**src/hdl/assert_macros.svh**
```systemverilog
// assertion macros used by the top-level rtl file
`ifndef ASSERT_MACROS_SVH
`define ASSERT_MACROS_SVH

// same-cycle implication
`define HPC_ASSERT_NOW(lbl, ante, cons, msg) \
  lbl: assert property (@(posedge clk) disable iff (rst) (ante) |-> (cons)) else $error(msg);

// next-cycle implication
`define HPC_ASSERT_NEXT(lbl, ante, cons, msg) \
  lbl: assert property (@(posedge clk) disable iff (rst) (ante) |=> (cons)) else $error(msg);

`endif

```
**src/hdl/hpc_ram.sv**
```systemverilog
// generic single-write single-read ram with registered read
`timescale 1ns / 1ps

module hpc_ram #(
  parameter int WIDTH = 16,
  parameter int DEPTH = 256,
  localparam int AW = (DEPTH > 1) ? $clog2(DEPTH) : 1
) (
  input  logic             clk,
  input  logic             we,
  input  logic [AW-1:0]    waddr,
  input  logic [WIDTH-1:0] wdata,
  input  logic [AW-1:0]    raddr,
  output logic [WIDTH-1:0] rdata
);

  logic [WIDTH-1:0] mem [DEPTH];

  always_ff @(posedge clk) begin
    if (we) begin
      mem[waddr] <= wdata;
    end
    rdata <= mem[raddr];
  end

endmodule

```
**config.mk**
```make
export PLATFORM = sky130hd
export DESIGN_NAME = hpc_ram
export DESIGN_NICKNAME = d
export VERILOG_FILES = /design/src/hdl/assert_macros.svh /design/src/hdl/hpc_ram.sv
export SDC_FILE = /design/constraint.sdc
export NUM_CORES = 2
export LEC_CHECK = 0
export ABC_CLOCK_PERIOD_IN_PS = 2600
export BUFFER_PORTS_ARGS = -buffer_cell sky130_fd_sc_hd__buf_2
export CORE_AREA = 4 4 635 511
export DETAILED_ROUTE_END_ITERATION = 12
export DIE_AREA = 0 0 639 515
export PLACE_DENSITY_LB_ADDON = 0.15
export SYNTH_ARGS = -nofsm -noshare
export SYNTH_HDL_FRONTEND = slang
export SYNTH_SLANG_ARGS = --single-unit
export TNS_END_PERCENT = 30
```
**constraint.sdc**
```tcl
create_clock -name clk -period 2.6 [get_ports clk]
set_clock_uncertainty 0.1 [all_clocks]
set_input_delay 0 -clock clk [delete_from_list [all_inputs] [get_ports clk]]
set_output_delay 0 -clock clk [all_outputs]
set_load 0.1 [all_outputs]
```
==> metrics <==
routability congestion estimate from global placement 0.9280; Crit path required time 3.30 ns; worst setup slack after layout -0.01495 ns; Critical Path AT 3.31 ns; Worst VDD drop 0.6694 mV; final worst path period share 100.6%; Clock Latency Late Sink 0.92 ns; FF+latch count, synth 4112; NetSw 29.89 mW; startpoint types flop; Iter 0 DRT Violations 12083; CTS tree done; Worst Hold Path Cells 2; RSZ-0062 raised after global routing true; synth top area cells edfxtp_1 (77%), mux4_2 (11%), mux2i_1 (3.6%); P&R area growth vs syn 17.00%; first-pass GRT wire length 623.2 mm; pre-CTS WS -0.9820 ns; DPL Wire Length 277.4 mm; fraction of layout cells with a size suffix above 1 31.10%; Site Rows 185; Routed Wire Length 441.3 mm; sw frac 21.49%; Post-synth EDFFs 4096; routed len/inst 33.95 µm; Pwr Density 749.0 nW/µm²; fin cells 13000; Synth Flop Type edfxtp_1; Via Count 82430; post-layout util 58.51%; post-route antenna net violation count 0; Ports 50; total gr overflow 0; die footprint 329100 µm²; Crit Reg-Reg Endpoint rdata[4]; failing checks negative setup slack; DR pass1 iterations 6; clock root buffer master clkbuf_16; Reg2Reg Depth 8; area share of the largest cell type after synthesis 77.50%; Port Buf Inserts 49; max-slew violations 0; DRC viols 0; max_cap viols 0; crit path cell chain mux4_2 > mux2_2 > a221oi_1 > buf_4 > o31ai_2 > o32ai_4 > buf_4 > nor4_2; Fmax 382.4 MHz; Yosys Warn Count 0; placed cell count 12226; R2R setup slack -0.01 ns; HP Class in -> reg; largest net degree at the start of global routing 111; ys async rst share 0%; syn nets 7394; Post-Synthesis Cells 7360; setup violators final 2; register area share after synthesis 77.70%; LEAKAGE 60.38 nW; critical path endpoint category flop; Distinct cells, synth 52; Int Power 109.2 mW; CTS buffer count 402; clock share of power 41.4%; post-synth top area cell edfxtp_1; Syn Area/Cell 21.56 µm²; critical path class reg -> reg; sequential share of power 52.6%; vias in the first global route 80688; Clock Sink Count 4112; layout net count 8497; gr usage total 26.72%; most used cell along the critical path buf_4; max incr delay on CP 0.48 ns; H-tree depth 5; initial core utilization 50.01%; hold endpoint mem[120][10]; worst slew pin tran 1.025 ns; Die Ht 515 µm; Die Span X 639 µm; CTS clock-pin slew for the worst setup and hold paths 0.06 ns; filler instances 22956; Comb pwr share 6.0%; Synth Cell Area 158700 µm²; relative slew slack 31.13%; final hold vios 0; fin crit period 2.615 ns; clk buf depth 4; Max FO, Critical Path 1; Worst path slowest cell mux4_2; Core ar. 317300 µm²; hold slack 0.05234 ns; initial antenna violation count 32; worst r2r src mem[131][4]; Hold Startpoint wdata[10]; DR vias/cell 6.341; status finished with violations
## power groups by stage
| stage | Combinational, mW | Clock, mW | Sequential, mW |
|---|---|---|---|
| floorplan | 3.60 | 0 | 74.9 |
| global placement | 8.04 | 0 | 74.6 |
| global route | 8.69 | 61.3 | 73.1 |
| finish | 8.36 | 57.6 | 73.2 |
| detailed placement | 8.15 | 0 | 74.6 |
| CTS | 8.30 | 58.4 | 73.2 |
## state kept, by name, indices dropped and copies added (netlist names)
register / flops
mem: 4096
rdata: 16
## routing by layer
metal	GRT usage (%)	up-vias	wire length (µm)	part of all wire (%)
met5	0	-	13	0.0029
met4	7.587	2	13980	3.2
met1	40.44	44085	183700	42
li1	-	33564	-	-
met3	5.410	639	44580	10
met2	39.75	4140	199100	45
## cell usage after synthesis (2+ instances only)
cell type and instances:
a221oi_1 28, buf_8 11, o31ai_1 16, o21ai_0 37, a2111oi_0 6, or2_2 4, clkbuf_1 230, inv_1 3
o221ai_1 252, buf_12 5, and3_1 11, nor4_1 17, a31oi_1 6, buf_2 76, nor4bb_1 2, mux2i_1 565
nand2b_1 3, o22ai_1 148, and4_1 2, nor2b_1 9, dfxtp_1 16, nor3_1 92, nand2_1 38, buf_4 26
mux4_2 797, o32ai_1 20, edfxtp_1 4096, a21o_1 2, nand4b_1 3, a22oi_1 43, buf_6 77, mux2_2 88
a22o_1 32, buf_1 27, nor2_1 304, a21oi_1 175, nand3_1 35, or3_1 2, a211oi_1 18, nand4_1 26
## cells by family (layout without fill, tap and decap cells)
kind of cell	count (synthesis)	count (layout)	synth area share [%]
AND/OR/NAND/NOR	556	556	1.574
flip-flops	4112	4112	77.70
multiplexers	1450	1450	15.50
buffers and inverters	456	1884	1.693
AO/OA/AOI/OAI	786	786	3.537
other	0	5	0
## worst max-delay path, delay by kind of cell, from the launching register on
kind / cells / cell delay, ns
multiplexers: 2 / 0.81
buffers and inverters: 2 / 0.39
AO/OA/AOI/OAI: 3 / 0.82
AND/OR/NAND/NOR: 1 / 0.03
flip-flops: 1 / 0.36
## what timing repair did
action,in CTS,in global routing
hold endpoints to repair,5493,0
gates resized for setup,35,26
endpoints found under the setup margin,12,14
pin swaps,8,5
hold buffers,40,0
buffers inserted,0,0
## layout by cell type, fill, tap and decap left out, types with 37 or more instances in the layout
master	Yosys	routed
buf_4	26	911
nor2_2	0	101
nor2_1	304	202
mux2i_1	565	565
clkinv_1	0	94
mux2_2	88	88
clkbuf_1	230	75
edfxtp_1	4096	4096
o22ai_1	148	148
buf_12	5	156
clkbuf_16	0	406
dlygate4sd3_1	0	37
a21oi_1	175	174
clkinv_2	0	72
o221ai_1	252	252
mux4_2	797	797
bufinv_16	0	43
nor3_1	92	87
## through the flow
step | setup TNS, ns | power, mW | cell area, µm²
detailed placement | -12.52 | 82.73 | 172000
floorplan | 0 | 78.48 | 158700
finish | -0.02084 | 139.1 | 185700
CTS | -0.06901 | 139.9 | 185500
global placement | -13.48 | 82.62 | 172000
global route | -0.06999 | 143.1 | 185700
## worst max path at each step
stage                           start     endpoint  depth (start not counted)
after floorplan              waddr[3]  mem[235][0]                          6
after global placement       raddr[0]     rdata[3]                         11
after detailed placement     raddr[0]     rdata[2]                         12
after CTS                  mem[55][4]     rdata[4]                          6
after global routing       mem[55][4]     rdata[4]                          6
final                     mem[131][4]     rdata[4]                          8
## cell type report
cell class / count / area [µm²] / area share, %
antenna: 5 / 12.51 / 0.006738
clock buffer: 487 / 10520 / 5.667
clock inverter: 242 / 2359 / 1.270
inverter: 4 / 27.53 / 0.01482
multi-input combinational: 2792 / 33430 / 18.01
sequential: 4112 / 123300 / 66.41
tap: 4207 / 5264 / 2.835
timing repair buffer: 1151 / 10750 / 5.791
Power figures use the tool's default switching activity.
