### config.mk
export PLATFORM = sky130hd
export DESIGN_NAME = hpc_regs
export DESIGN_NICKNAME = d
export VERILOG_FILES = /design/src/hdl/assert_macros.svh /design/src/hdl/hpc_pkg.sv /design/src/hdl/hpc_regs.sv
export SDC_FILE = /design/constraint.sdc
export NUM_CORES = 1
export LEC_CHECK = 0
export ABC_CLOCK_PERIOD_IN_PS = 3400
export BUFFER_PORTS_ARGS = -buffer_cell sky130_fd_sc_hd__buf_4
export CORE_MARGIN = 4
export CORE_UTILIZATION = 39
export CTS_BUF_LIST = sky130_fd_sc_hd__clkbuf_2
export DETAILED_ROUTE_END_ITERATION = 10
export PLACE_DENSITY = 0.67
export SKIP_LAST_GASP = 1
export SLEW_MARGIN = 40
export SYNTH_ARGS = -nofsm -noshare
export SYNTH_HDL_FRONTEND = slang
export SYNTH_SLANG_ARGS = --single-unit
### constraint.sdc
create_clock -name clk -period 3.4 [get_ports clk]
set_clock_uncertainty 0.15 [all_clocks]
set_input_delay 0.34 -clock clk [delete_from_list [all_inputs] [get_ports clk]]
set_output_delay 0.34 -clock clk [all_outputs]
set_load 0.005 [all_outputs]
### src/hdl/assert_macros.svh
// assertion macros used by the top-level rtl file
`ifndef ASSERT_MACROS_SVH
`define ASSERT_MACROS_SVH

// same-cycle implication
`define HPC_ASSERT_NOW(lbl, ante, cons, msg) \
  lbl: assert property (@(posedge clk) disable iff (rst) (ante) |-> (cons)) else $error(msg);

// next-cycle implication
`define HPC_ASSERT_NEXT(lbl, ante, cons, msg) \
  lbl: assert property (@(posedge clk) disable iff (rst) (ante) |=> (cons)) else $error(msg);

`endif

### src/hdl/hpc_pkg.sv
// types and constants of the heightfield point classifier
`timescale 1ns / 1ps

package hpc_pkg;

  localparam int GRID_W   = 9;
  localparam int SCALE_W  = 32;
  localparam int PADDR_W  = 4;
  localparam int PDATA_W  = 32;
  localparam int PROD_W   = 66;
  localparam int OPND_W   = 33;

  localparam logic [GRID_W-1:0]  GRID_SIDE_RST    = 9'd256;
  localparam logic [SCALE_W-1:0] RECIP_GRID_RST   = 32'd1024;
  localparam logic [SCALE_W-1:0] RECIP_HEIGHT_RST = 32'd1048576;

  localparam logic [1:0] CONT_EMPTY = 2'd0;
  localparam logic [1:0] CONT_SOLID = 2'd1;
  localparam logic [1:0] CONT_SKY   = 2'd2;

  localparam logic [16:0] ONE_Q16 = 17'd65536;

  localparam logic signed [PROD_W-1:0] NEG_ONE_Q24 = -66'sd16777216;
  localparam logic signed [PROD_W-1:0] SKY_LIM_Q24 = 66'sd65535 <<< 24;
  localparam logic signed [PROD_W-1:0] FAR_LIM_Q24 = 66'sd65599 <<< 24;

  typedef enum logic [1:0] {
    REG_GRID_SIDE    = 2'd0,
    REG_RECIP_GRID   = 2'd1,
    REG_RECIP_HEIGHT = 2'd2
  } reg_idx_t;

  typedef struct packed {
    logic [GRID_W-1:0]  grid_side;
    logic [SCALE_W-1:0] recip_grid;
    logic [SCALE_W-1:0] recip_height;
  } cfg_t;

endpackage

### src/hdl/hpc_regs.sv
// apb configuration registers
`timescale 1ns / 1ps

module hpc_regs (
  input  logic                         clk,
  input  logic                         rst,
  input  logic                         psel,
  input  logic                         penable,
  input  logic                         pwrite,
  input  logic [hpc_pkg::PADDR_W-1:0]  paddr,
  input  logic [hpc_pkg::PDATA_W-1:0]  pwdata,
  output logic [hpc_pkg::PDATA_W-1:0]  prdata,
  output hpc_pkg::cfg_t                cfg
);
  import hpc_pkg::*;

  logic wr_en;

  assign wr_en = psel && penable && pwrite;

  always_ff @(posedge clk) begin
    if (rst) begin
      cfg.grid_side    <= GRID_SIDE_RST;
      cfg.recip_grid   <= RECIP_GRID_RST;
      cfg.recip_height <= RECIP_HEIGHT_RST;
    end else if (wr_en) begin
      case (paddr[3:2])
        REG_GRID_SIDE:    cfg.grid_side    <= pwdata[GRID_W-1:0];
        REG_RECIP_GRID:   cfg.recip_grid   <= pwdata;
        REG_RECIP_HEIGHT: cfg.recip_height <= pwdata;
        default: ;
      endcase
    end
  end

  always_comb begin
    case (paddr[3:2])
      REG_GRID_SIDE:    prdata = PDATA_W'(cfg.grid_side);
      REG_RECIP_GRID:   prdata = cfg.recip_grid;
      REG_RECIP_HEIGHT: prdata = cfg.recip_height;
      default:          prdata = '0;
    endcase
  end

endmodule

==> impl_metrics.ini <==
[floorplanning]
io_pins = 146
die_h_um = 101.8
die-area_um2 = 10360
die_w_um = 101.8
std_cell_rows = 33
start_util = 0.4093
design.core.area_um2 = 8382

[synthesis]
synth_top_area_cell = dfxtp_1
ys_ff_latch = 73
synth_top_area_frac = 0.4260
ys_warn_count = 0
syn_avg_cell_area_um2 = 10.06
netlist_area_um2 = 3431
syn_inst = 341
seq_area_frac_synth = 0.4260
yosys-top-cells-area = dfxtp_1, mux2i_1, nand2b_1
synthDistinctLibCells = 14
syn_nets = 382

[critical_path]
crit_fanout = 23
reg2reg_from = cfg[20]
ff2ff_setup_slack_ps = 2570
worstSetupPathType = in -> out
r2r-end = cfg[20]
worstPathRequired_ps = 2910
endpoint_kind = output pin
startpoint_type = input pin
cp.arrival_ps = 1410
crit_start = paddr[2]
worstRegToRegCells = 2
crit_path_end = prdata[9]

[routing]
drt_wl_total_um = 9751
viasPerCell = 4.870
drcViolationCount = 0
first_iter_violations = 82
ant_nets = 0
drt-wirelength-per-cell_um = 15.88
vias = 2990
dr.pass1.iters = 4

[clock_network]
cts_resized = 0
htreeDepth = 3
cts-root-buf = clkbuf_2
cts_num_sinks = 73
clkTransAtPathRegs_ps = 190
post_cts_buffers = 0
clock_path_buffers = 2
cts_tree = built
worstSkewPairLatency_ps = 480
cts_buffers = 9

[global_route]
grt_first_pass_wirelength_um = 15270
grt-ovfl-total = 0
grt_max_degree = 109
antenna_found_initial = 0
grt_pass1_vias = 3017
track_usage = 0.1866

[power]
power_frac_comb = 0.115
intPower_mw = 1.299
power.density_nw_per_um2 = 337.1
ir_worst_vdd_mv = 0.1955
share_seq_of_total_power = 0.520
clockPowerShare = 0.365
p_switching_uw = 390.3
switching_share = 0.2311
p_leak_nw = 2.370

[timing]
worst_pin_slew_ps = 781.1
fin_ws_ps = 1496
post-route-period-util = 0.5599
slew_violations = 0
setup_viol = 0
rsz0062_at_grt = no
period_needed_ps = 1904
finalHoldViolCount = 0
holdWs_ps = 202.0
setup-tns-final_ps = 0
relSlewSlack = 0.4777
fmax_mhz = 525.3

[min_path]
worstHoldPathType = in -> reg

[cells_and_area]
final_common_cell = buf_4
layout-drive-gt1-share = 0.3301
fillers = 735
reg_top3 = cfg x73
layout_common_cells = buf_4, nand2b_1, mux2i_1
largest_reg_flops = 73
max_flop_register = cfg
fin_nets = 545
diodes = 0
area_delta_synth_final_pct = 46.02

[placed_design]
gp_congestion = 0.7367
post-dp-hpwl_um = 6693
place_ws_ps = 1128
port_buffers = 143

[flow_run]
maxCapViolCount = 0

[outcome]
status = completed
-- stage by stage --
stage / util / cell area (um^2) / cells / total power, mW
finish: 0.5977 / 5010 / 614 / 1.689
global route: 0.5977 / 5010 / 614 / 1.763
CTS: 0.5965 / 5000 / 613 / 1.708
detailed placement: 0.5408 / 4533 / 566 / 1.059
global placement: 0.5408 / 4533 / 566 / 1.057
floorplan: - / 3431 / 341 / 0.9802
-- final cells by class --
| type | count | area [um^2] | area share |
|---|---|---|---|
| clock buffers | 10 | 50.05 | 0.009990 |
| repair buffers | 182 | 1446 | 0.2887 |
| clock inverters | 6 | 106.4 | 0.02123 |
| flip-flops and latches | 73 | 1461 | 0.2917 |
| multi-input cells | 238 | 1814 | 0.3621 |
| well taps | 105 | 131.4 | 0.02622 |
-- power groups by stage --
stage          logic (mW)  registers [mW]  clock network, mW
3_5_place_dp        0.164           0.895                  0
2_1_floorplan      0.0862           0.894                  0
6_report            0.194           0.878              0.617
3_3_place_gp        0.162           0.895                  0
5_1_grt             0.211           0.880              0.672
4_1_cts             0.194           0.878              0.635
-- kinds of logic (layout without fill, tap and decap cells) --
kind of cell,after synthesis,count (layout),synth area share
DFF,73,73,0.4260
AOI/OAI and AO/OA,32,32,0.07184
buffers and inverters,30,198,0.04704
and+or+nand+nor,124,124,0.2159
muxes,82,82,0.2392
-- critical path: stages --
cell,delay (ps)
buf_4,220
nor2b_2,200
buf_4,300
a22o_1,220
buf_4,110
-- how the worst min path moves through the flow --
stage	from	to	cells after the start
after detailed placement	cfg[30]	cfg[30]	2
after global placement	cfg[44]	cfg[44]	2
after global routing	penable	cfg[20]	3
after CTS	pwdata[4]	cfg[36]	3
final	penable	cfg[20]	3
after floorplan	cfg[32]	cfg[32]	2
-- synth_stat cells (all sizes together) --
library cell,instances
o21ai,9
and4,2
clkbuf,18
buf,12
nand2b,102
nand4,2
mux2i,82
nand2,9
nor2,7
dfxtp,73
a22o,23
nor2b,2
-- per-layer routing --
metal  track usage  wire (um)  part of all wire  vias up
met5             0          0                 0        -
met4       0.07157        159             0.016        0
met3       0.03375        439             0.045       12
met2        0.3265       5053              0.52       86
met1        0.2269       4100              0.42     1411
li1              -          -                 -     1481
-- timing repair --
| item | 4_1_cts | 5_1_grt |
|---|---|---|
| hold endpoints to repair | 67 | 2 |
| setup endpoints to repair | 0 | 0 |
| hold buffers | 31 | 1 |
No activity file was read; power rests on OpenSTA's default activity.
