[src/hdl/assert_macros.svh]
// assertion macros used by the top-level rtl file
`ifndef ASSERT_MACROS_SVH
`define ASSERT_MACROS_SVH

// same-cycle implication
`define HPC_ASSERT_NOW(lbl, ante, cons, msg) \
  lbl: assert property (@(posedge clk) disable iff (rst) (ante) |-> (cons)) else $error(msg);

// next-cycle implication
`define HPC_ASSERT_NEXT(lbl, ante, cons, msg) \
  lbl: assert property (@(posedge clk) disable iff (rst) (ante) |=> (cons)) else $error(msg);

`endif

[src/hdl/hpc_pkg.sv]
// types and constants of the heightfield point classifier
`timescale 1ns / 1ps

package hpc_pkg;

  localparam int GRID_W   = 9;
  localparam int SCALE_W  = 32;
  localparam int PADDR_W  = 4;
  localparam int PDATA_W  = 32;
  localparam int PROD_W   = 66;
  localparam int OPND_W   = 33;

  localparam logic [GRID_W-1:0]  GRID_SIDE_RST    = 9'd256;
  localparam logic [SCALE_W-1:0] RECIP_GRID_RST   = 32'd1024;
  localparam logic [SCALE_W-1:0] RECIP_HEIGHT_RST = 32'd1048576;

  localparam logic [1:0] CONT_EMPTY = 2'd0;
  localparam logic [1:0] CONT_SOLID = 2'd1;
  localparam logic [1:0] CONT_SKY   = 2'd2;

  localparam logic [16:0] ONE_Q16 = 17'd65536;

  localparam logic signed [PROD_W-1:0] NEG_ONE_Q24 = -66'sd16777216;
  localparam logic signed [PROD_W-1:0] SKY_LIM_Q24 = 66'sd65535 <<< 24;
  localparam logic signed [PROD_W-1:0] FAR_LIM_Q24 = 66'sd65599 <<< 24;

  typedef enum logic [1:0] {
    REG_GRID_SIDE    = 2'd0,
    REG_RECIP_GRID   = 2'd1,
    REG_RECIP_HEIGHT = 2'd2
  } reg_idx_t;

  typedef struct packed {
    logic [GRID_W-1:0]  grid_side;
    logic [SCALE_W-1:0] recip_grid;
    logic [SCALE_W-1:0] recip_height;
  } cfg_t;

endpackage

[src/hdl/hpc_mul.sv]
// shared signed multiplier with registered product
`timescale 1ns / 1ps

module hpc_mul (
  input  logic                          clk,
  input  logic signed [hpc_pkg::OPND_W-1:0] a,
  input  logic signed [hpc_pkg::OPND_W-1:0] b,
  output logic signed [hpc_pkg::PROD_W-1:0] prod
);
  import hpc_pkg::*;

  always_ff @(posedge clk) begin
    prod <= a * b;
  end

endmodule

[config.mk]
export PLATFORM = sky130hd
export DESIGN_NAME = hpc_mul
export DESIGN_NICKNAME = d
export VERILOG_FILES = /design/src/hdl/assert_macros.svh /design/src/hdl/hpc_pkg.sv /design/src/hdl/hpc_mul.sv
export SDC_FILE = /design/constraint.sdc
export NUM_CORES = 2
export LEC_CHECK = 0
export ABC_AREA = 0
export BUFFER_PORTS_ARGS = -buffer_cell sky130_fd_sc_hd__buf_2
export CORE_AREA = 2 2 323 325
export DETAILED_ROUTE_END_ITERATION = 16
export DIE_AREA = 0 0 325 327
export PLACE_DENSITY = 0.64
export SYNTH_ARGS = -nofsm -noshare
export SYNTH_HDL_FRONTEND = slang
export SYNTH_SLANG_ARGS = --single-unit
export TNS_END_PERCENT = 10
[constraint.sdc]
create_clock -name clk -period 9 [get_ports clk]
set_clock_uncertainty 0.05 [all_clocks]
set_input_delay 0.9 -clock clk [delete_from_list [all_inputs] [get_ports clk]]
set_output_delay 0.9 -clock clk [all_outputs]
set_load 0.02 [all_outputs]
==> run metrics <==
number of flip-flops and latches in the synthesized netlist 66; number of nets in the layout 5,797; count of instances resized after the clock tree is built 0; number of library cell types mapped by synthesis 80; area delta synth->final 6.75%; min-delay src a[0]; final standard cell utilization of the core a little over two fifths; 1st-iter DRT viols about 1,400; flip-flop count of the largest register after layout 66; cell area after synthesis between 40,000 and 50,000 µm²; Final Setup Violations 0; TritonCTS clock tree done; number of buffers added for setup after CTS 0; DPL Wire Length 92.0 mm; Max Root-Sink Buffers 2; synthesized instance count 4,338; die width 325 µm; setup repair after global routing missed its margin false; pin count of the biggest net entering global routing 34; worst path arrival time 8.64 ns; time the final worst path needs with I/O delays and setup 8.35 ns; wire per inst 19.1 µm; share of flip-flops with an asynchronous set or reset 0%; share of the clock period used by the worst path after layout 92.8%; required time of the critical path around 9.3 ns; Initial Utilization 39.6%; Total Negative Setup Slacks 0 ns; Cell Rows 118; worst-path fanout max 24; worst path buffer plus inverter count 7; Die Outline Area 106,000 µm²; timing-limited maximum frequency about 0.12 GHz; H-tree depth 3; number of antenna violations at the first check in global routing 17; final number of hold-violating endpoints 0; mean instance size in the synthesized netlist between 9 and 10 µm²; first-pass GRT wire length approximately 180 mm; CTS Sinks 66; via total after detailed routing 28,700; Max stage delay on crit path slightly below 0.6 ns; Worst Hold Class primary input to flop; type of the worst setup path primary input to flop; crit end category flop; Reg with most FFs prod; status complete, no violations; clk slew on worst S/H paths around 0.070 ns; slowest cell on the critical path sky130_fd_sc_hd__fa_1; Remaining DRCs 0; number of detailed-route iterations in the first pass 5; delay-heaviest family, CP adder cells; number of max-slew violations in the final report 0; cell depth of the worst min-delay path 3; average vias per placed instance 4.98; vertical die dimension 327 µm; number of synthesized flops with an enable pin 0; count of max-cap constraint violations 0; Root Buffer sky130_fd_sc_hd__clkbuf_16; number of buffer cells added on primary ports 132; gr usage total 21.9%; max_slew headroom a little over 40%; synthesized netlist net count 5,767; actual transition at the worst max-transition pin roughly 0.9 ns; startpoint kind of the worst setup timing path primary input; registers with the most flip-flops prod x66; share of layout cells above drive strength 1 6.63%; Most Frequent Cell on Critical Path sky130_fd_sc_hd__fa_1; Detailed Route WL 110 mm; count of hold-fix buffers inserted at cts 0; hold-critical path endpoint prod[0]$_DFF_P_; number of buffers inserted during clock tree synthesis 9; residual overflow from global routing 0; most frequently used flop master after synthesis sky130_fd_sc_hd__dfxtp_1; area of the core around 100,000 µm²; proportion of synthesized chip area in sequential cells 3.24%; Routed Antenna Nets 0; synth warn 0; vias in the first global route between 30,000 and 40,000; Top-Level Pins 133; final weighted congestion in routability-driven placement 0.885
## synth_stat cells (7+ instances only)
cell type | n | share of area (%)
sky130_fd_sc_hd__nand2b_1 | 12 | 0.18
sky130_fd_sc_hd__xor2_1 | 25 | 0.54
sky130_fd_sc_hd__clkbuf_1 | 208 | 1.9
sky130_fd_sc_hd__buf_2 | 11 | 0.14
sky130_fd_sc_hd__a21o_1 | 36 | 0.66
sky130_fd_sc_hd__dfxtp_1 | 66 | 3.2
sky130_fd_sc_hd__nand2_1 | 551 | 5.1
sky130_fd_sc_hd__a31oi_1 | 8 | 0.12
sky130_fd_sc_hd__xnor2_1 | 43 | 0.92
sky130_fd_sc_hd__nand3_1 | 25 | 0.31
sky130_fd_sc_hd__ha_1 | 217 | 6.7
sky130_fd_sc_hd__nor3_1 | 7 | 0.086
sky130_fd_sc_hd__inv_1 | 1131 | 10
sky130_fd_sc_hd__and2_1 | 562 | 8.6
sky130_fd_sc_hd__nor2_1 | 68 | 0.63
sky130_fd_sc_hd__fa_1 | 1145 | 56
sky130_fd_sc_hd__a21oi_1 | 57 | 0.70
sky130_fd_sc_hd__a211oi_1 | 7 | 0.13
sky130_fd_sc_hd__nand4_1 | 11 | 0.17
sky130_fd_sc_hd__o21ai_0 | 25 | 0.31
sky130_fd_sc_hd__o21bai_1 | 11 | 0.20
## worst max path at each step
stage,from,endpoint,slack [ns],cells past startpoint
after floorplan,a[32],prod[62]$_DFF_P_,0.81,23
after global placement,b[18],prod[62]$_DFF_P_,0.39,25
after detailed placement,b[18],prod[62]$_DFF_P_,0.34,25
after CTS,a[22],prod[64]$_DFF_P_,0.78,23
after global routing,b[18],prod[62]$_DFF_P_,0.39,25
final,b[18],prod[62]$_DFF_P_,0.65,25
## cell usage in the layout (no fill, tap or decap), types with 43 or more instances in the layout
master and n:
sky130_fd_sc_hd__a21oi_1 57, sky130_fd_sc_hd__and2_1 562, sky130_fd_sc_hd__buf_2 132, sky130_fd_sc_hd__buf_4 101, sky130_fd_sc_hd__dfxtp_1 66, sky130_fd_sc_hd__fa_1 1145, sky130_fd_sc_hd__ha_1 217, sky130_fd_sc_hd__inv_1 1131
sky130_fd_sc_hd__nand2_1 551, sky130_fd_sc_hd__nor2_1 68, sky130_fd_sc_hd__xnor2_1 43
## per-stage QoR
step                setup slack, ns  area, µm²  hold slack [ns]  instances
floorplan                     0.814      40700            0.977       4338
global placement              0.386      43200             1.26       5737
detailed placement            0.337      43200             1.27       5737
CTS                           0.776      43500             1.09       5752
global route                  0.390      43500             1.11       5757
finish                        0.652      43500             1.10       5763
## metal layers
metal | global-route usage (%) | vias up | part of all wire, %
met5 | 0 | - | 0.095
met4 | 7.60 | 18 | 3.5
met3 | 4.66 | 237 | 7.5
met2 | 37.5 | 943 | 50
met1 | 27.6 | 15100 | 39
li1 | - | 12400 | -
## cells by family (layout without fill, tap and decap cells)
logic type | Yosys count | after routing | share of synthesized area [%]
compound gates | 219 | 219 | 4.07
flops | 66 | 66 | 3.24
simple gates | 1271 | 1271 | 15.8
fa+ha+maj | 1362 | 1362 | 62.9
other cells | 0 | 11 | 0
buf+inv | 1352 | 1386 | 12.5
xor+xnor | 68 | 68 | 1.46
## layout make-up
cell class	count	area, µm²
Fill cell	10100	59400
Multi-Input combinational cell	2920	34300
Inverter	1131	4250
Tap cell	1380	1730
Timing Repair Buffer	240	1560
Sequential cell	66	1320
Clock buffer	12	246
Clock inverter	3	40.0
Antenna cell	11	27.5
Power is left out: the tool's default activity adds up to more than one toggle a clock period on the data nets, which glitch-free logic cannot reach.
